`src/hw/rtl/lpfb_pkg.sv`:
```
`timescale 1ns / 1ps
// ----------------------------------------------------------------------------
// lpfb_pkg
// Shared field widths, codes and the result beat type of the frame buffer.
// ----------------------------------------------------------------------------
package lpfb_pkg;

	localparam int OP_W    = 1;
	localparam int BYTE_W  = 8;
	localparam int COUNT_W = 7;
	localparam int KIND_W  = 2;
	localparam int ERR_W   = 3;
	localparam int HCNT_W  = 3;
	localparam int HDR_W   = 24;
	localparam int LEN_W   = 32;

	// header bytes held before the fourth one completes the length
	localparam logic [HCNT_W-1:0] HDR_LAST = 3'd3;
	localparam logic [LEN_W-1:0]  HDR_LEN  = 32'd4;

	typedef enum logic [OP_W-1:0] {
		OP_LINK = 1'b0,
		OP_READ = 1'b1
	} op_t;

	typedef enum logic [KIND_W-1:0] {
		RK_STATUS = 2'd0,
		RK_DATA   = 2'd1,
		RK_ERROR  = 2'd2
	} kind_t;

	typedef enum logic [ERR_W-1:0] {
		ERR_NONE        = 3'd0,
		ERR_NO_FRAME    = 3'd1,
		ERR_PAST_FRAME  = 3'd2,
		ERR_UNCONSUMED  = 3'd3,
		ERR_SHORT_LEN   = 3'd4,
		ERR_TOO_LONG    = 3'd5
	} err_t;

	typedef enum logic [3:0] {
		PH_HUNT  = 4'b0001,
		PH_FILL  = 4'b0010,
		PH_READY = 4'b0100,
		PH_SKIP  = 4'b1000
	} phase_t;

	typedef struct packed {
		logic              valid;
		kind_t             kind;
		logic [BYTE_W-1:0] data;
		logic              frame_ready;
		logic              last;
		err_t              err;
	} rslt_t;

endpackage

```
`src/hw/rtl/lpfb_stream.sv`:
```
`timescale 1ns / 1ps
// ----------------------------------------------------------------------------
// lpfb_stream
// Read sequencer and output register: issues store reads one per cycle while
// the output drains, and holds the returned byte in a stage while it stalls.
// ----------------------------------------------------------------------------
module lpfb_stream #(
	parameter int BUFFER_DEPTH = 4096,
	parameter int MAX_READ = 64,
	localparam int AW = $clog2(BUFFER_DEPTH),
	localparam int CW = $clog2(MAX_READ + 1)
) (
	input  logic                          clk,
	input  logic                          arst_n,
	input  lpfb_pkg::rslt_t               single,
	input  logic                          strm_start,
	input  logic [AW-1:0]                 strm_addr,
	input  logic [CW-1:0]                 strm_count,
	output logic                          rd_en,
	output logic [AW-1:0]                 rd_addr,
	input  logic [lpfb_pkg::BYTE_W-1:0]   rd_data,
	output logic                          accept_ok,
	output logic                          out_valid,
	input  logic                          out_ready,
	output lpfb_pkg::rslt_t               out_beat
);

	import lpfb_pkg::*;

	logic [CW-1:0] rem_q;
	logic [AW-1:0] addr_q;
	logic          valid_s1;
	logic          last_s1;
	logic          out_valid_q;
	rslt_t         out_q;

	logic          out_free;
	logic          s1_move;

	assign out_free  = !out_valid_q || out_ready;
	assign s1_move   = valid_s1 && out_free;
	assign rd_en     = (rem_q != '0) && (!valid_s1 || s1_move);
	assign rd_addr   = addr_q;
	assign accept_ok = (rem_q == '0) && !valid_s1 && out_free;

	always_ff @(posedge clk or negedge arst_n) begin
		if (!arst_n) begin
			rem_q       <= '0;
			addr_q      <= '0;
			valid_s1    <= 1'b0;
			last_s1     <= 1'b0;
			out_valid_q <= 1'b0;
		end else begin
			if (strm_start) begin
				rem_q  <= strm_count;
				addr_q <= strm_addr;
			end else if (rd_en) begin
				rem_q  <= rem_q - CW'(1);
				addr_q <= addr_q + AW'(1);
			end

			if (rd_en) begin
				valid_s1 <= 1'b1;
				last_s1  <= (rem_q == CW'(1));
			end else if (s1_move) begin
				valid_s1 <= 1'b0;
			end

			if (single.valid || s1_move) begin
				out_valid_q <= 1'b1;
			end else if (out_ready) begin
				out_valid_q <= 1'b0;
			end
		end
	end

	always_ff @(posedge clk) begin
		if (single.valid) begin
			out_q <= single;
		end else if (s1_move) begin
			out_q.valid       <= 1'b1;
			out_q.kind        <= RK_DATA;
			out_q.data        <= rd_data;
			out_q.frame_ready <= 1'b1;
			out_q.last        <= last_s1;
			out_q.err         <= ERR_NONE;
		end
	end

	assign out_valid = out_valid_q;
	assign out_beat  = out_q;

	// a new item only lands on an empty sequencer and a free output
	assert property (@(posedge clk) disable iff (!arst_n)
		(single.valid || strm_start) |-> (rem_q == '0) && !valid_s1 && out_free)
		else $error("lpfb_stream: item taken while output path busy");

	// a stalled read byte is neither lost nor overwritten
	assert property (@(posedge clk) disable iff (!arst_n)
		(valid_s1 && !out_free) |=> valid_s1 && $stable(rd_data) && $stable(last_s1))
		else $error("lpfb_stream: stalled read stage changed");

	// the final byte of a run carries the end mark
	assert property (@(posedge clk) disable iff (!arst_n)
		(rd_en && (rem_q == CW'(1))) |=> last_s1 && (rem_q == '0))
		else $error("lpfb_stream: end of run not marked");

endmodule

```
`config.mk`:
```
export PLATFORM = sky130hd
export DESIGN_NAME = lpfb_stream
export DESIGN_NICKNAME = d
export VERILOG_FILES = /design/src/hw/rtl/lpfb_pkg.sv /design/src/hw/rtl/lpfb_stream.sv
export SDC_FILE = /design/constraint.sdc
export NUM_CORES = 1
export LEC_CHECK = 0
export CAP_MARGIN = 20
export CORE_UTILIZATION = 50
export CTS_CLUSTER_SIZE = 8
export DETAILED_ROUTE_END_ITERATION = 7
export DONT_BUFFER_PORTS = 1
export PLACE_DENSITY = 0.7
export SKIP_CTS_REPAIR_TIMING = 1
export SYNTH_ARGS = -nofsm -noshare
export SYNTH_HDL_FRONTEND = slang
export SYNTH_SLANG_ARGS = --single-unit
```
`constraint.sdc`:
```
create_clock -name clk -period 2.35 [get_ports clk]
set_clock_uncertainty 0.15 [all_clocks]
set_input_delay 0.705 -clock clk [delete_from_list [all_inputs] [get_ports clk]]
set_output_delay 0.705 -clock clk [all_outputs]
set_load 0.02 [all_outputs]
```
==> flow_summary.ini <==
[run_status]
status = complete, but fails checks
violations = negative setup slack

[final_layout]
final_net_count = 241
fraction_of_final_layout_cells_with_drive_strength_greater_than_1_pct = 25.7
filler_cell_count = 315
areaGrowthSynthToFinish_pct = 13.3
num_antenna_cells = 0
finalInstanceArea_um2 = 2200

[sta]
timing.slew.headroom_pct = 57.3
finalSetupViolations = 2
rsz0062_at_grt = true
final_max_tran_viols = 0
fin_ws_ps = -198
tightestPinTransition_ps = 640
fmax_ghz = 0.392
hold_viol_final = 0
finalWorstPathRequiredPeriod_ps = 2550
timing.final.crit_share_pct = 108

[setup_path]
crit_arrival_ps = 1690
crit_chain = inv_2 -> ha_2 -> or2b_4 -> nor4_4 -> buf_4
timing.critical_path.to_type = output port
critical_path.max_stage_delay_ps = 400
critPathLaunchType = flop
worstPathMaxFanout = 4
worstSetupPathType = flop to output port
critical-path-slowest-cell = dfrtp_1
timing.critical_path.max_delay_family = simple AND/OR/NAND/NOR gates
register_to_register_path_depth = 7
timing.critical_path.required_ps = 1490
crit-reg2reg-capture = rd_addr[8]
cp_num_buf_inv = 2
timing.reg2reg.setup_slack_ps = 190
launch_point_of_the_worst_reg_to_reg_path = rem_q[0]

[floorplanning]
floorplan.core_area_um2 = 3690
fp-row-count = 22
io_pins = 78
die_width_um = 64.3
die_area_um2 = 4140
fp.dieH_um = 64.3
floorplan.initialDensity_pct = 52.6

[logic_synthesis]
top_cell_type_by_total_area_after_synthesis = dfrtp_1
netlist_top_cells_area = dfrtp_1 (28%), edfxtp_1 (23%), mux2_2 (5.2%)
ys_warn_count = 0
synthesized_nets = 228
async_reset_ff_share_pct = 59.5
netlist_area_pre_place_um2 = 1940
yosys_register_bits = 37
seq_area_frac_synth_pct = 51.5
netlist.area_leader.share_pct = 28.4
post_synth_inst_count = 177
yosys.cell_count.top_type = dfrtp_1
synthFlopType = dfrtp_1
synth_edf_count = 15
yosysUniqueCellTypes = 47
ys_top_cells_by_count = dfrtp_1 (22), nand2_1 (16), edfxtp_1 (15)
syn-mean-instance-area_um2 = 11.0

[detailed_routing]
drc = 0
wire_per_inst_um = 16.5
first_iter_violations = 98
antenna_left = 0
finalWirelength_mm = 3.94
via_density_per_instance = 5.92
dr.pass1.iters = 4
dr_total_vias = 1416

[global_route]
grtUsageTotal_pct = 20.2
antenna_found_initial = 0
vias_in_the_first_global_route = 1351
globalRouteOverflowTotal = 0
grt_start_max_net_pins = 24
grt_pass1_wl_mm = 6.28

[cts]
cts-root-to-sink-buffers = 2
clk_pin_slew_worst_paths_ps = 80
insertion_delay_ps = 290
cts.htree.levels = 2
cts.sink_count = 37
cts_buffers = 5
cts-root-buf = clkbuf_8
clock_tree_from_tritoncts = done

[placement]
globalplace.congestion = 0.768
placed_instance_area_um2 = 2040
post-place-ws_ps = 48.4
io_buffer_count = 0
detailed_place_hpwl_mm = 2.91

[power_and_ir_drop]
vdd.ir_drop.worst_mv = 0.472
power_per_cell_area_nw_per_um2 = 737
p_leak_nw = 0.864

[hold_path]
min-delay-path-class = input pin to asynchronous set/reset pin

[flow_run]
drv.max_cap_violation_count = 0
[per-layer routing]
layer  part of all wire [%]  up-vias  GRT usage, %  routed length [um]
met2                     52       53          33.0                2050
li1                       -      686             -                   -
met3                    6.5       10          6.79                 257
met1                     39      667          23.6                1540
met4                    2.5        0          9.72                  97
met5                      0        -             0                   0
[final cells by class]
cell class / count / area [um^2] / area share (%)
tap: 48 / 60.1 / 2.73
clock buffer: 5 / 68.8 / 3.13
multi-input combinational: 125 / 875 / 39.7
clock inverter: 3 / 46.3 / 2.10
sequential: 37 / 1000 / 45.5
timing repair buffer: 15 / 125 / 5.69
inverter: 6 / 25.0 / 1.14
[worst max-delay path by stage]
| stage | startpoint | to | depth (start not counted) |
|---|---|---|---|
| 2_1_floorplan | rem_q[3] | rd_en | 4 |
| 3_3_place_gp | rem_q[4] | accept_ok | 3 |
| 3_5_place_dp | rem_q[4] | accept_ok | 3 |
| 4_1_cts | rem_q[4] | accept_ok | 3 |
| 5_1_grt | rem_q[0] | accept_ok | 5 |
| 6_report | rem_q[1] | accept_ok | 5 |
[state kept, by name, indices dropped and copies added (netlist names)]
signal     flops
rd_addr       12
out_beat      15
out_valid      1
rem_q          7
valid_s1       1
last_s1        1
[kinds of logic after synthesis]
logic type	count (synthesis)	synth area share [%]
simple gates	71	20.6
buf+inv	15	4.45
mux	11	6.25
compound gates	33	12.2
fa+ha+maj	4	2.58
xor+xnor	5	2.26
other cells	1	0.193
flops	37	51.5
[cell usage in the layout, fill, tap and decap left out, drive strengths merged, types with 3 or more instances in the layout]
master and n:
dfrtp 22, buf 15, edfxtp 15, clkbuf 5
nand2 16, a31oi 7, o211ai 5, ha 4
o21ai 7, mux2 9, inv 6, xnor2 3
o31ai 5, nand2b 3, nand3 12, and2 4
nor2 11, or4 8, nor4 3
[through the flow]
stage	power (mW)	utilization [%]	hold slack [ps]	std cells	TNS [ps]
global route	1.69	59.7	61.9	239	-404
global placement	1.05	55.4	260	228	0
CTS	1.61	58.5	-62.3	236	-425
floorplan	1.01	-	259	177	0
finish	1.62	59.7	61.0	239	-300
detailed placement	1.07	55.4	260	228	0
[where the power goes]
part           internal, mW  switching [mW]  total [mW]
Clock                 0.317           0.228       0.545
Sequential            0.737          0.0966       0.834
Combinational         0.113           0.130       0.243
Total                  1.17           0.455        1.62
No activity file was read; power rests on OpenSTA's default activity.
