===== src/hw/rtl/lpfb_pkg.sv =====
`timescale 1ns / 1ps
// ----------------------------------------------------------------------------
// lpfb_pkg
// Shared field widths, codes and the result beat type of the frame buffer.
// ----------------------------------------------------------------------------
package lpfb_pkg;

	localparam int OP_W    = 1;
	localparam int BYTE_W  = 8;
	localparam int COUNT_W = 7;
	localparam int KIND_W  = 2;
	localparam int ERR_W   = 3;
	localparam int HCNT_W  = 3;
	localparam int HDR_W   = 24;
	localparam int LEN_W   = 32;

	// header bytes held before the fourth one completes the length
	localparam logic [HCNT_W-1:0] HDR_LAST = 3'd3;
	localparam logic [LEN_W-1:0]  HDR_LEN  = 32'd4;

	typedef enum logic [OP_W-1:0] {
		OP_LINK = 1'b0,
		OP_READ = 1'b1
	} op_t;

	typedef enum logic [KIND_W-1:0] {
		RK_STATUS = 2'd0,
		RK_DATA   = 2'd1,
		RK_ERROR  = 2'd2
	} kind_t;

	typedef enum logic [ERR_W-1:0] {
		ERR_NONE        = 3'd0,
		ERR_NO_FRAME    = 3'd1,
		ERR_PAST_FRAME  = 3'd2,
		ERR_UNCONSUMED  = 3'd3,
		ERR_SHORT_LEN   = 3'd4,
		ERR_TOO_LONG    = 3'd5
	} err_t;

	typedef enum logic [3:0] {
		PH_HUNT  = 4'b0001,
		PH_FILL  = 4'b0010,
		PH_READY = 4'b0100,
		PH_SKIP  = 4'b1000
	} phase_t;

	typedef struct packed {
		logic              valid;
		kind_t             kind;
		logic [BYTE_W-1:0] data;
		logic              frame_ready;
		logic              last;
		err_t              err;
	} rslt_t;

endpackage


===== src/hw/rtl/lpfb_ctl.sv =====
`timescale 1ns / 1ps
// ----------------------------------------------------------------------------
// lpfb_ctl
// Frame state: header hunting, payload fill, oversize skip and read checks.
// Produces one result per beat, or a stream command for a valid non-empty read.
// ----------------------------------------------------------------------------
module lpfb_ctl #(
	parameter int BUFFER_DEPTH = 4096,
	parameter int MAX_READ = 64,
	localparam int AW = $clog2(BUFFER_DEPTH),
	localparam int CW = $clog2(MAX_READ + 1)
) (
	input  logic                          clk,
	input  logic                          arst_n,
	input  logic                          in_fire,
	input  logic [lpfb_pkg::OP_W-1:0]     operation,
	input  logic [lpfb_pkg::BYTE_W-1:0]   link_byte,
	input  logic [lpfb_pkg::COUNT_W-1:0]  read_count,
	output lpfb_pkg::rslt_t               single,
	output logic                          strm_start,
	output logic [AW-1:0]                 strm_addr,
	output logic [CW-1:0]                 strm_count,
	output logic                          wr_en,
	output logic [AW-1:0]                 wr_addr,
	output logic [lpfb_pkg::BYTE_W-1:0]   wr_data
);

	import lpfb_pkg::*;

	localparam int LW = $clog2(BUFFER_DEPTH + 1);
	localparam int SW = ((LW > CW) ? LW : CW) + 1;

	phase_t            phase_q, phase_d;
	logic [HDR_W-1:0]  shift_q, shift_d;
	logic [HCNT_W-1:0] hcnt_q, hcnt_d;
	logic [LW-1:0]     plen_q, plen_d;
	logic [LW-1:0]     fill_q, fill_d;
	logic [LW-1:0]     rpos_q, rpos_d;
	logic [LEN_W-1:0]  skip_q, skip_d;

	logic [CW-1:0]     n;
	logic [LEN_W-1:0]  total;
	logic [LEN_W-1:0]  plen_full;
	logic [SW-1:0]     rd_end;
	logic [LEN_W-1:0]  skip_dec;

	always_comb begin
		phase_d    = phase_q;
		shift_d    = shift_q;
		hcnt_d     = hcnt_q;
		plen_d     = plen_q;
		fill_d     = fill_q;
		rpos_d     = rpos_q;
		skip_d     = skip_q;
		single     = '0;
		strm_start = 1'b0;
		wr_en      = 1'b0;

		n         = (read_count > COUNT_W'(MAX_READ)) ? CW'(MAX_READ) : CW'(read_count);
		total     = {shift_q, link_byte};
		plen_full = total - HDR_LEN;
		rd_end    = SW'(rpos_q) + SW'(n);
		skip_dec  = (skip_q != '0) ? skip_q - LEN_W'(1) : '0;

		if (in_fire) begin
			single.valid = 1'b1;
			single.last  = 1'b1;
			single.kind  = RK_STATUS;
			single.err   = ERR_NONE;
			if (operation == OP_LINK) begin
				case (phase_q)
					PH_READY: begin
						if (rpos_q != plen_q) begin
							single.kind = RK_ERROR;
							single.err  = ERR_UNCONSUMED;
						end else begin
							// frame released, this beat opens the next header
							phase_d = PH_HUNT;
							shift_d = HDR_W'(link_byte);
							hcnt_d  = HCNT_W'(1);
							fill_d  = '0;
							rpos_d  = '0;
							plen_d  = '0;
						end
					end
					PH_HUNT: begin
						if (hcnt_q != HDR_LAST) begin
							shift_d = {shift_q[HDR_W-BYTE_W-1:0], link_byte};
							hcnt_d  = hcnt_q + HCNT_W'(1);
						end else begin
							shift_d = '0;
							hcnt_d  = '0;
							fill_d  = '0;
							rpos_d  = '0;
							if (total < HDR_LEN) begin
								plen_d      = '0;
								single.kind = RK_ERROR;
								single.err  = ERR_SHORT_LEN;
							end else if (plen_full > LEN_W'(BUFFER_DEPTH)) begin
								skip_d      = plen_full;
								plen_d      = '0;
								phase_d     = PH_SKIP;
								single.kind = RK_ERROR;
								single.err  = ERR_TOO_LONG;
							end else begin
								plen_d  = LW'(plen_full);
								phase_d = (plen_full == '0) ? PH_READY : PH_FILL;
							end
						end
					end
					PH_FILL: begin
						wr_en  = 1'b1;
						fill_d = fill_q + LW'(1);
						if (fill_d >= plen_q) begin
							phase_d = PH_READY;
						end
					end
					PH_SKIP: begin
						skip_d = skip_dec;
						if (skip_dec == '0) begin
							phase_d = PH_HUNT;
						end
					end
					default: begin
						phase_d = PH_HUNT;
					end
				endcase
			end else begin
				if (phase_q != PH_READY) begin
					single.kind = RK_ERROR;
					single.err  = ERR_NO_FRAME;
				end else if (rd_end > SW'(plen_q)) begin
					single.kind = RK_ERROR;
					single.err  = ERR_PAST_FRAME;
				end else if (n != '0) begin
					single.valid = 1'b0;
					strm_start   = 1'b1;
					rpos_d       = LW'(rd_end);
				end
			end
			single.frame_ready = (phase_d == PH_READY);
		end
	end

	assign strm_addr  = rpos_q[AW-1:0];
	assign strm_count = n;
	assign wr_addr    = fill_q[AW-1:0];
	assign wr_data    = link_byte;

	always_ff @(posedge clk or negedge arst_n) begin
		if (!arst_n) begin
			phase_q <= PH_HUNT;
			shift_q <= '0;
			hcnt_q  <= '0;
			plen_q  <= '0;
			fill_q  <= '0;
			rpos_q  <= '0;
			skip_q  <= '0;
		end else begin
			phase_q <= phase_d;
			shift_q <= shift_d;
			hcnt_q  <= hcnt_d;
			plen_q  <= plen_d;
			fill_q  <= fill_d;
			rpos_q  <= rpos_d;
			skip_q  <= skip_d;
		end
	end

	// store is written only while a frame is filling, never past its length
	assert property (@(posedge clk) disable iff (!arst_n)
		wr_en |-> (phase_q == PH_FILL) && (fill_q < plen_q))
		else $error("lpfb_ctl: store write outside payload fill");

	// consumed bytes never run ahead of the frame
	assert property (@(posedge clk) disable iff (!arst_n)
		rpos_q <= plen_q)
		else $error("lpfb_ctl: read position past frame length");

endmodule


===== config.mk =====
export PLATFORM = sky130hd
export DESIGN_NAME = lpfb_ctl
export DESIGN_NICKNAME = d
export VERILOG_FILES = /design/src/hw/rtl/lpfb_pkg.sv /design/src/hw/rtl/lpfb_ctl.sv
export SDC_FILE = /design/constraint.sdc
export NUM_CORES = 1
export LEC_CHECK = 0
export ABC_AREA = 1
export BUFFER_PORTS_ARGS = -buffer_cell sky130_fd_sc_hd__buf_2
export CAP_MARGIN = 40
export CORE_ASPECT_RATIO = 0.8
export CORE_UTILIZATION = 28
export CTS_CLUSTER_SIZE = 30
export DETAILED_ROUTE_END_ITERATION = 12
export PLACE_DENSITY_LB_ADDON = 0.05
export SLEW_MARGIN = 40
export SYNTH_ARGS = -nofsm -noshare
export SYNTH_HDL_FRONTEND = slang
export SYNTH_SLANG_ARGS = --single-unit

===== constraint.sdc =====
create_clock -name clk -period 6.29 [get_ports clk]
set_input_delay 1.258 -clock clk [delete_from_list [all_inputs] [get_ports clk]]
set_output_delay 1.258 -clock clk [all_outputs]
set_load 0.01 [all_outputs]

==> results of run 1 <==
## layout by cell type, fill, tap and decap left out, drive strengths merged, types with 6 or more instances in the layout
cell type	synthesis	final
nand4	30	30
conb	1	9
inv	166	168
ha	38	38
nand2	375	375
nand3	105	105
xnor2	6	6
dfrtp	101	101
nor3	13	13
nor2	189	189
clkbuf	19	9
o22ai	6	6
o21ai	141	141
buf	52	76
a21oi	25	25
xor2	35	35
## worst register-to-register path: cells and delay by family, from the launching register on
kind                       cells  cell delay (ps)
adders and majority gates      2              680
buffers and inverters          2              270
DFF                            1              470
xor gates and xnor gates       1              150
AOI/OAI and AO/OA              4              610
and+or+nand+nor               13             1340
## kinds of logic (layout without fill, tap and decap cells)
group	after synthesis	after routing	share of synthesized area
flip-flops	102	102	0.292
AO/OA/AOI/OAI	186	186	0.126
XOR/XNOR	41	41	0.0411
other	1	10	0.000429
multiplexers	2	2	0.00229
AND/OR/NAND/NOR	722	722	0.355
buffers and inverters	238	259	0.126
adder cells (fa/ha/maj)	39	39	0.0567
## stage by stage
| stage | hold WS, ps | cell area (µm²) |
|---|---|---|
| finish | 499 | 9610 |
| detailed placement | 484 | 9210 |
| floorplan | 453 | 8770 |
| global route | 534 | 9610 |
| global placement | 477 | 9190 |
| CTS | 505 | 9580 |
## cells in the mapped netlist, drive strengths merged (13+ instances only)
| master | number |
|---|---|
| inv | 166 |
| xor2 | 35 |
| dfrtp | 101 |
| a21oi | 25 |
| nand2 | 375 |
| clkbuf | 19 |
| buf | 52 |
| nand3 | 105 |
| nor2 | 189 |
| o21ai | 141 |
| nor3 | 13 |
| nand4 | 30 |
| ha | 38 |
## layer usage
layer	vias up	GRT usage	wire length, µm
met4	0	0.0378	392
met1	3828	0.318	17100
met3	24	0.0277	906
met2	125	0.259	11200
met5	-	0	0
li1	4285	-	-
## sequential cells by signal (all words and copies together) (netlist names)
name	flops
skip_q	32
hcnt_q	3
shift_q	24
rpos_q	13
plen_q	13
fill_q	13
phase_q	4
## final cells by class
type	count	area, µm²	share of cell area
Clock buffer	9	225	0.0234
Multi-Input combinational cell	999	5120	0.533
Antenna cell	1	2.50	0.000260
Sequential cell	102	2550	0.266
Clock inverter	7	143	0.0148
Inverter	167	629	0.0655
Tap cell	413	517	0.0537
Timing Repair Buffer	76	422	0.0439
## power groups by stage
stage | clock [mW] | sequential (mW) | combinational (mW)
floorplan | 0 | 1.06 | 1.83
global placement | 0 | 1.19 | 2.43
detailed placement | 0 | 1.18 | 2.42
CTS | 0.752 | 1.17 | 2.43
global route | 0.773 | 1.21 | 2.79
finish | 0.721 | 1.18 | 2.43
## path summary, 6_finish.rpt
kind | start | endpoint | slack, ps | cells past startpoint
min in group asynchronous | arst_n | shift_q[21] | 870 | 1
max in group asynchronous | arst_n | fill_q[7] | 4310 | 2
worst min-delay path | plen_q[4] | plen_q[4] | 500 | 2
worst max register to register | rpos_q[3] | rpos_q[11] | 2690 | 22
worst min register to register | plen_q[4] | plen_q[4] | 500 | 2
worst max-delay path | read_count[5] | single[1] | 560 | 24
==> summary.md, run 1 <==
| Metric | Value |
|---|---|
| Status | finished, final reports clean |
| Pin count of the biggest net entering global routing | 62 |
| Gpl congestion | about 0.9 |
| Resized Gates After CTS | 0 |
| Delay-heaviest family, CP | simple AND/OR/NAND/NOR gates |
| Root buf cell | clkbuf_16 |
| Post-DP HPWL | 23500 µm |
| Most common cell on crit path | nand2_1 |
| Post-synth top area share | 0.289 |
| Nets | 1413 |
| Final Setup Violations | 0 |
| Vias in the first global route | between 7000 and 8000 |
| CTS tree | yes |
| Worst skew pair latency | 370 ps |
| Post-CTS Hold Buffers | 0 |
| Post-layout min period | ~5700 ps |
| Post-CTS setup buffer count | 0 |
| Startpoint Class | primary input |
| Warnings from Yosys | 0 |
| Clk buf depth | 2 |
| Global-route wire length before repair | roughly 47000 µm |
| First-pass iteration count of the detailed router | 5 |
| Distinct cells, synth | 49 |
| Maximum VDD drop | 151 µV |
| Predominant post-synthesis flop cell | dfrtp_1 |
| Starting DRT DRC Count | between 500 and 600 |
| GRT Overall Usage | 0.194 |
| DRT Wirelength | 29600 µm |
| Htree depth | 3 |
| I/O pin count | 76 |
| Power Dens Cells | 450 mW/mm² |
| Flop pwr share | 0.272 |
| Num CTS Buffers | 9 |
| Vias per std cell | around 4.7 |
| Fin Setup TNS | 0 ps |
| Layout cells sized above 1 | 0.119 |
| Worst-Margin Slew | a little under 800 ps |
| Vias | 8262 |
| Post-synth design cell area | between 0.008 and 0.009 mm² |
| DRC viols | 0 |
| Clk_skew | 13.7 ps |
| Max Transition Viols Final | 0 |
| Die Ht | 160 µm |
| Post-synthesis cell count | 1331 |
| Final Cycle Share | 0.910 |
| Rel. slew slack | 0.470 |
| P_sw | 2.24 mW |
| Mean Syn Cell Area | 6.56 µm² |
| Leading area contributor after synthesis | dfrtp_1 |
| Die ar. | 0.0319 mm² |
| GRT overflow | 0 |
| Worst Path Arrival | 4470 ps |
| CP Data Required Time | 5030 ps |
| Crit. End Element | output port |
| PortBufs | between 60 and 70 |
| Clk sinks | 102 |
| Setup WS pre-CTS | 601 ps |
| Horiz. Die Dim | ~200 µm |
| Cells after DPL | 1755 |
| Switching share of power | 0.517 |
| EDFF count, synth | 0 |
| Logic pwr share | 0.562 |
| Leakage power | 4.90 nW |
| Crit Path Category | in2out |
| Ys async rst share | 1.00 |
| CTS clk-pin slew, worst paths | 80 ps |
| FF+latch count, synth | a little over 100 |
| CP max FO | 4 |
| Synth top area cells | dfrtp_1, nand2_1, nor2_1 |
| Internal power | 2.09 mW |
| Worst Path Buf+Inv | 3 |
| CP Cell Sequence | buf_2 -> nor2_1 -> nand4_1 -> a21oi_1 -> ha_1 -> nand3_1 -> nand2_1 -> nand2_1 -> nand2_1 -> nand2_1 -> nand2_1 -> nand2_1 -> a21oi_1 -> nand4_1 -> xor2_1 -> inv_1 -> ha_1 -> nand3_1 -> o21ai_0 -> a21oi_1 -> nand2_1 -> nand3_1 -> a21oi_1 -> buf_2 |
| Number of fill cells | roughly 3400 |
| Clock power share | 0.167 |
| CP max-delay cell | a21oi_1 |
| Power, Total | 4.33 mW |
| Hold Crit Class | reg2reg |
| Final Hold Fails | 0 |
| Final ANT Viol Nets | 0 |
| Core box area | 0.0305 mm² |
| Fin util | 0.315 |
| Initial Util | 0.286 |
| Seq/Total Area, Yosys | 0.292 |
| Max Cap Viol | 0 |
| RSZ-0062 raised after global routing | false |
| Initial antenna violation count | 0 |
| Largest stage delay on the critical path | 290 ps |
| Non-Filler Instances | 1774 |
| Fmax | 175 MHz |
| P&R area growth vs syn | 10.1% |
| Per-cell routed wire length | 16.7 µm |
| Site Rows | 57 |
| Setup ws final | approximately 560 ps |
No activity file was read; power rests on OpenSTA's default activity.
==> run 2: changes to the inputs <==
--- a/config.mk
+++ b/config.mk
@@ -5,11 +5,11 @@
 export SDC_FILE = /design/constraint.sdc
 export NUM_CORES = 1
 export LEC_CHECK = 0
-export ABC_AREA = 1
 export BUFFER_PORTS_ARGS = -buffer_cell sky130_fd_sc_hd__buf_2
 export CAP_MARGIN = 40
 export CORE_ASPECT_RATIO = 0.8
 export CORE_UTILIZATION = 28
+export CTS_CLUSTER_DIAMETER = 40
 export CTS_CLUSTER_SIZE = 30
 export DETAILED_ROUTE_END_ITERATION = 12
 export PLACE_DENSITY_LB_ADDON = 0.05
==> summary.md, run 2 <==
| Metric | Value |
|---|---|
| Status | finished, final reports clean |
| Clk_skew | 9.08 ps (-4.63 ps) |
| Max Transition Viols Final | 0 (unchanged) |
| Die Ht | 154 µm (-3.8%) |
| Synth top area cells | dfrtp_1, nand2_1, ha_1 |
| Worst skew pair latency | 370 ps (about the same) |
| CTS tree | yes |
| Horiz. Die Dim | 192 µm (-3.8%) |
| Setup ws final | 277 ps (-288 ps) |
| P&R area growth vs syn | 9.96% (about the same) |
| Ys async rst share | 1.00 (unchanged) |
| Setup WS pre-CTS | -10.3 ps (-611 ps) |
| CP max FO | 4 (unchanged) |
| Fin util | 0.313 (-0.00160) |
| Starting DRT DRC Count | 431 (-22%) |
| EDFF count, synth | 0 (unchanged) |
| GRT overflow | 0 (unchanged) |
| # diodes | 0 (-1) |
| P_sw | 1.39 mW (-38%) |
| Post-CTS Hold Buffers | 0 (unchanged) |
| DRC viols | 0 (unchanged) |
| Flop pwr share | 0.403 (+0.131) |
| Num CTS Buffers | 9 (unchanged) |
| Pin count of the biggest net entering global routing | 56 (-9.7%) |
| Maximum VDD drop | 158 µV (+4.4%) |
| Die ar. | 0.0295 mm² (-7.4%) |
| Final Setup Violations | 0 (unchanged) |
| Initial antenna violation count | 0 (unchanged) |
| Hold Crit Class | reg2reg |
| Leading area contributor after synthesis | dfrtp_1 |
| I/O pin count | 76 (unchanged) |
| PortBufs | 66 (unchanged) |
| Per-cell routed wire length | 20.1 µm (+20%) |
| Most frequent cell after synthesis | nand2_1 |
| Most common cell after layout, fill and taps aside | nand2_1 |
| Most frequent cells in the layout | nand2_1, dfrtp_1, buf_2, o21ai_0, nor2_1 |
| Startpoint Class | primary input |
| Vias per std cell | 5.19 (+11%) |
| Biggest register | skip_q |
| Global-route wire length before repair | 43100 µm (-8.9%) |
| Internal power | 1.61 mW (-23%) |
| Rel. slew slack | 0.437 (-0.0323) |
| Distinct cells, synth | 77 (+57%) |
| Htree depth | 3 (unchanged) |
| Core box area | 0.0284 mm² (-7.1%) |
| Post-synth design cell area | 0.00808 mm² (-7.5%) |
| Post-layout min period | 6010 ps (+288 ps) |
| Predominant post-synthesis flop cell | dfrtp_1 |
| Clock power share | 0.192 (+0.025) |
| Max Cap Viol | 0 (unchanged) |
| Site Rows | 55 (-3.5%) |
| Leakage power | 3.92 nW (-20%) |
| Nets | 1052 (-26%) |
| Commonest cells in the synthesized netlist | nand2_1, dfrtp_1, nor2_1, o21ai_0 |
| Root buf cell | clkbuf_16 |
| Vias in the first global route | 6990 (-13%) |
| Final Cycle Share | 0.956 (+0.0458) |
| CTS clk-pin slew, worst paths | 70 ps (about the same) |
| Crit. End Element | output port |
| Post-synth top area share | 0.313 (+0.0235) |
| DRT Wirelength | 27500 µm (-7.4%) |
| Initial Util | 0.285 (-0.00120) |
| Switching share of power | 0.463 (-0.0542) |
| Vias | 7108 (-14%) |
| Largest registers | skip_q: 32 flops, shift_q: 24 flops |
| CP Data Required Time | 5030 ps (about the same) |
| FF+latch count, synth | 102 (unchanged) |
| Non-Filler Instances | 1369 (-23%) |
| Clk buf depth | 2 (unchanged) |
| Max reg flops | 32 (unchanged) |
| Final ANT Viol Nets | 0 (unchanged) |
| Crit Path Category | in2out |
| Layout cells sized above 1 | 0.136 (+0.0170) |
| Cells after DPL | 1351 (-23%) |
| First-pass iteration count of the detailed router | 7 (+2) |
| GRT Overall Usage | 0.191 (-0.00275) |
| Seq/Total Area, Yosys | 0.316 (+0.0237) |
| Logic pwr share | 0.405 (-0.157) |
| Final Hold Fails | 0 (unchanged) |
| Mean Syn Cell Area | 8.21 µm² (+25%) |
| Worst Path Arrival | 4760 ps (+290 ps) |
| Gpl congestion | 0.797 (-11%) |
| Fmax | 166 MHz (-4.8%) |
| Post-DP HPWL | 20400 µm (-13%) |
| Clk sinks | 102 (unchanged) |
| Worst-Margin Slew | 842 ps (+50.8 ps) |
| Warnings from Yosys | 0 (unchanged) |
| Post-synthesis cell count | 984 (-26%) |
| Power Dens Cells | 337 mW/mm² (-25%) |
==> run 2: cells by family (layout without fill, tap and decap cells) <==
kind of cell               after synthesis  in the layout  share of synthesized area
DFF                                    102            102                      0.316
AOI/OAI and AO/OA                      237            237                      0.199
other                                    1              9                   0.000464
muxes                                    1              1                    0.00139
adders and majority gates               39             39                     0.0613
xor gates and xnor gates                77             77                     0.0835
and+or+nand+nor                        395            395                      0.255
buffers and inverters                  132            139                     0.0838
==> run 2: worst paths after layout <==
check | start | to | slack (ps) | cells past startpoint
setup / recovery | read_count[0] | single[15] | 280 | 20
setup reg to reg | rpos_q[0] | rpos_q[7] | 2140 | 18
hold / removal | hcnt_q[2] | hcnt_q[2] | 500 | 1
min in group asynchronous | arst_n | rpos_q[0] | 930 | 1
max in group asynchronous | arst_n | skip_q[24] | 4350 | 2
hold reg to reg | hcnt_q[2] | hcnt_q[2] | 500 | 1
==> run 2: per-layer routing <==
layer / routed length (µm) / vias to the layer above / GRT usage
li1: - / 3530 / -
met1: 14100 / 3437 / 0.279
met2: 12000 / 120 / 0.291
met3: 771 / 21 / 0.0256
met4: 539 / 0 / 0.0537
met5: 0 / - / 0
==> run 2: repair_timing <==
action	4_1_cts	5_1_grt
buffers inserted	0	2
resized for setup	1	9
pin swaps	0	2
setup endpoints to repair	2	4
hold endpoints to repair	0	0
==> run 2: final cells by class <==
type | count | area, µm²
Timing Repair Buffer | 90 | 518
Fill cell | 3073 | 19500
Tap cell | 370 | 463
Sequential cell | 102 | 2550
Inverter | 33 | 124
Multi-Input combinational cell | 758 | 4940
Clock buffer | 10 | 239
Clock inverter | 6 | 45.0
==> run 2: worst max-delay path, cell delays in order <==
cell and delay, ps:
buf_2 100, nor2b_1 140, ha_1 210, fa_2 350, a21o_1 180, a21oi_2 150, o21bai_1 80, a21o_1 220
a21oi_4 160, nand2b_1 140, xnor2_1 90, ha_1 310, a21oi_1 90, o21ai_2 150, nor2b_1 60, or3_1 300
o211a_1 290, and2_1 160, a21boi_0 160, buf_2 160
==> run 2: per-stage QoR <==
stage	TNS, ps	area (µm²)	total power, mW	hold WS [ps]
3_5_place_dp	-10.3	8550	2.43	480
4_1_cts	0	8830	3.03	498
6_report	0	8880	3.00	498
5_1_grt	-3.37	8880	3.23	537
2_1_floorplan	0	8120	1.98	454
3_3_place_gp	0	8520	2.44	483
==> run 2: power by group through the flow <==
stage	Sequential (mW)	Combinational [mW]	Clock (mW)
global placement	1.22	1.22	0
global route	1.25	1.36	0.622
CTS	1.20	1.22	0.604
detailed placement	1.21	1.22	0
finish	1.21	1.21	0.575
floorplan	1.01	0.968	0
==> run 3: changes to the inputs <==
--- a/config.mk
+++ b/config.mk
@@ -5,13 +5,13 @@
 export SDC_FILE = /design/constraint.sdc
 export NUM_CORES = 1
 export LEC_CHECK = 0
-export BUFFER_PORTS_ARGS = -buffer_cell sky130_fd_sc_hd__buf_2
 export CAP_MARGIN = 40
 export CORE_ASPECT_RATIO = 0.8
 export CORE_UTILIZATION = 28
 export CTS_CLUSTER_DIAMETER = 40
 export CTS_CLUSTER_SIZE = 30
 export DETAILED_ROUTE_END_ITERATION = 12
+export DONT_BUFFER_PORTS = 1
 export PLACE_DENSITY_LB_ADDON = 0.05
 export SLEW_MARGIN = 40
 export SYNTH_ARGS = -nofsm -noshare
==> summary.md, run 3 (same netlist as run 2, synthesis figures left out) <==
| Metric | Value |
|---|---|
| Max reg flops | 32 (unchanged) |
| GRT Overall Usage | 0.190 (-0.00112) |
| Final Cycle Share | 0.956 (about the same) |
| Power, Total | 2.99 mW (-0.30%) |
| Fin area | 0.00856 mm² (-3.7%) |
| Num CTS Buffers | 9 (unchanged) |
| Fin Setup TNS | 0 ps (unchanged) |
| Power Dens Cells | 349 mW/mm² (+3.5%) |
| Most common cell after layout, fill and taps aside | nand2_1 |
| Non-Filler Instances | 1306 (-4.6%) |
| DRT Wirelength | 27200 µm (-1.0%) |
| Nets | 988 (-6.1%) |
| Rel. slew slack | 0.536 (+0.0989) |
| Worst skew pair latency | 370 ps (about the same) |
| Global-route wire length before repair | 42800 µm (-0.75%) |
| First-pass iteration count of the detailed router | 6 (-1) |
| Starting DRT DRC Count | 379 (-12%) |
| Post-DP HPWL | 20200 µm (-1.3%) |
| Max Cap Viol | 0 (unchanged) |
| Post-layout min period | 6020 ps (+2.21 ps) |
| DRC viols | 0 (unchanged) |
| Root buf cell | clkbuf_16 |
| Internal power | 1.63 mW (+1.2%) |
| Core box area | 0.0284 mm² (unchanged) |
| Worst-Margin Slew | 696 ps (-146 ps) |
| Clock power share | 0.202 (+0.010) |
| Hold Crit Depth | 2 (+1) |
| Vias | 6882 (-3.2%) |
| Switching share of power | 0.455 (-0.00780) |
| Fmax | 166 MHz (about the same) |
| Layout cells sized above 1 | 0.0727 (-0.0634) |
| Crit Path Category | in2out |
| Status | finished, final reports clean |
| PortBufs | 0 (-100%) |
| RSZ-0062 raised after global routing | false |
| Largest registers | skip_q: 32 flops, shift_q: 24 flops |
| CTS clk-pin slew, worst paths | 70 ps (about the same) |
| Vias per std cell | 5.27 (+1.5%) |
| P_sw | 1.36 mW (-2.0%) |
| Worst reg2reg path depth | 18 (unchanged) |
| Initial antenna violation count | 1 (+1) |
| I/O pin count | 76 (unchanged) |
| Site Rows | 55 (unchanged) |
| GRT overflow | 0 (unchanged) |
| Htree depth | 3 (unchanged) |
| CTS tree | yes |
| Per-cell routed wire length | 20.8 µm (+3.8%) |
| Hold Crit Class | reg2reg |
| Most frequent cells in the layout | nand2_1, dfrtp_1, o21ai_0, nor2_1, xor2_1 |
| Clk buf depth | 2 (unchanged) |
| Die Ht | 154 µm (unchanged) |
| Sequential Area | 0.00255 mm² (unchanged) |
| Maximum VDD drop | 159 µV (+1.0%) |
| CP max FO | 4 (unchanged) |
| Final ANT Viol Nets | 0 (unchanged) |
| Leakage power | 3.61 nW (-7.8%) |
| CP Data Required Time | 5030 ps (about the same) |
| Number of fill cells | 3067 (-0.20%) |
| Vias in the first global route | 6867 (-1.8%) |
| Final Setup Violations | 0 (unchanged) |
| Crit. End Element | output port |
| Clk sinks | 102 (unchanged) |
| Initial Util | 0.285 (unchanged) |
| Biggest register | skip_q |
| Gpl congestion | 0.801 (+0.54%) |
| Post-placement cell area | 0.00823 mm² (-3.7%) |
| Cells after DPL | 1288 (-4.7%) |
| Logic pwr share | 0.398 (-0.007) |
| Final Hold Fails | 0 (unchanged) |
| Multi-input gate area | 0.00492 mm² (-0.48%) |
| Horiz. Die Dim | 192 µm (unchanged) |
| Die ar. | 0.0295 mm² (unchanged) |
| P&R area growth vs syn | 5.90% |
| Flop pwr share | 0.400 (-0.003) |
| Worst Path Arrival | 4760 ps (about the same) |
| Pin count of the biggest net entering global routing | 103 (+84%) |
| Clk_skew | 10.2 ps (+1.16 ps) |
| Startpoint Class | primary input |
| Max Transition Viols Final | 0 (unchanged) |
## run 3: stage by stage
stage,hold WS [ps],setup slack [ps],utilization
6_report,499,274,0.302
3_3_place_gp,476,66.6,0.290
2_1_floorplan,454,46.9,-
5_1_grt,539,13.6,0.302
4_1_cts,504,57.9,0.301
3_5_place_dp,486,75.8,0.290
## run 3: final cells by class
class,instances,share of cell area
inverters,33,0.0145
repair buffers,26,0.0230
multi-input cells,758,0.575
flip-flops and latches,102,0.298
clock inverters,7,0.00863
well taps,370,0.0541
diodes,1,0.000292
clock buffers,9,0.0263
## run 3: final timing paths
check                              to  slack [ps]     startpoint
max                        single[15]         270  read_count[0]
min                         hcnt_q[1]         500      hcnt_q[1]
max reg2reg                 rpos_q[7]        1800      rpos_q[0]
min reg2reg                 hcnt_q[1]         500      hcnt_q[1]
max in group asynchronous  phase_q[0]        5500         arst_n
min in group asynchronous   hcnt_q[2]         580         arst_n
## run 3: layer usage
layer  track usage  part of all wire
met5             0                 0
met4        0.0529             0.017
met3        0.0290             0.032
met2         0.290              0.44
met1         0.274              0.51
## run 3: power by group through the flow
stage | Clock, mW | Combinational [mW] | Sequential (mW)
6_report | 0.603 | 1.19 | 1.20
5_1_grt | 0.646 | 1.34 | 1.24
4_1_cts | 0.627 | 1.20 | 1.19
3_5_place_dp | 0 | 1.20 | 1.20
3_3_place_gp | 0 | 1.20 | 1.21
2_1_floorplan | 0 | 0.968 | 1.01
## run 3: critical path, cell delays in order
cell and delay (ps):
nor2b_1 130, ha_1 210, fa_1 400, a21o_1 180, a21oi_2 170, o21bai_1 90, a21o_1 210, a21oi_2 210
nand2b_1 140, xnor2_1 90, ha_1 310, a21oi_1 70, o21ai_1 170, nor2b_1 60, or3_1 310, o211a_1 280
and2_1 160, a21boi_0 150, buf_4 150
## run 3: what timing repair did
item | in CTS | in global routing
gates resized for setup | 0 | 6
buffers inserted | 0 | 1
setup endpoints to repair | 0 | 4
hold buffers | 0 | 0
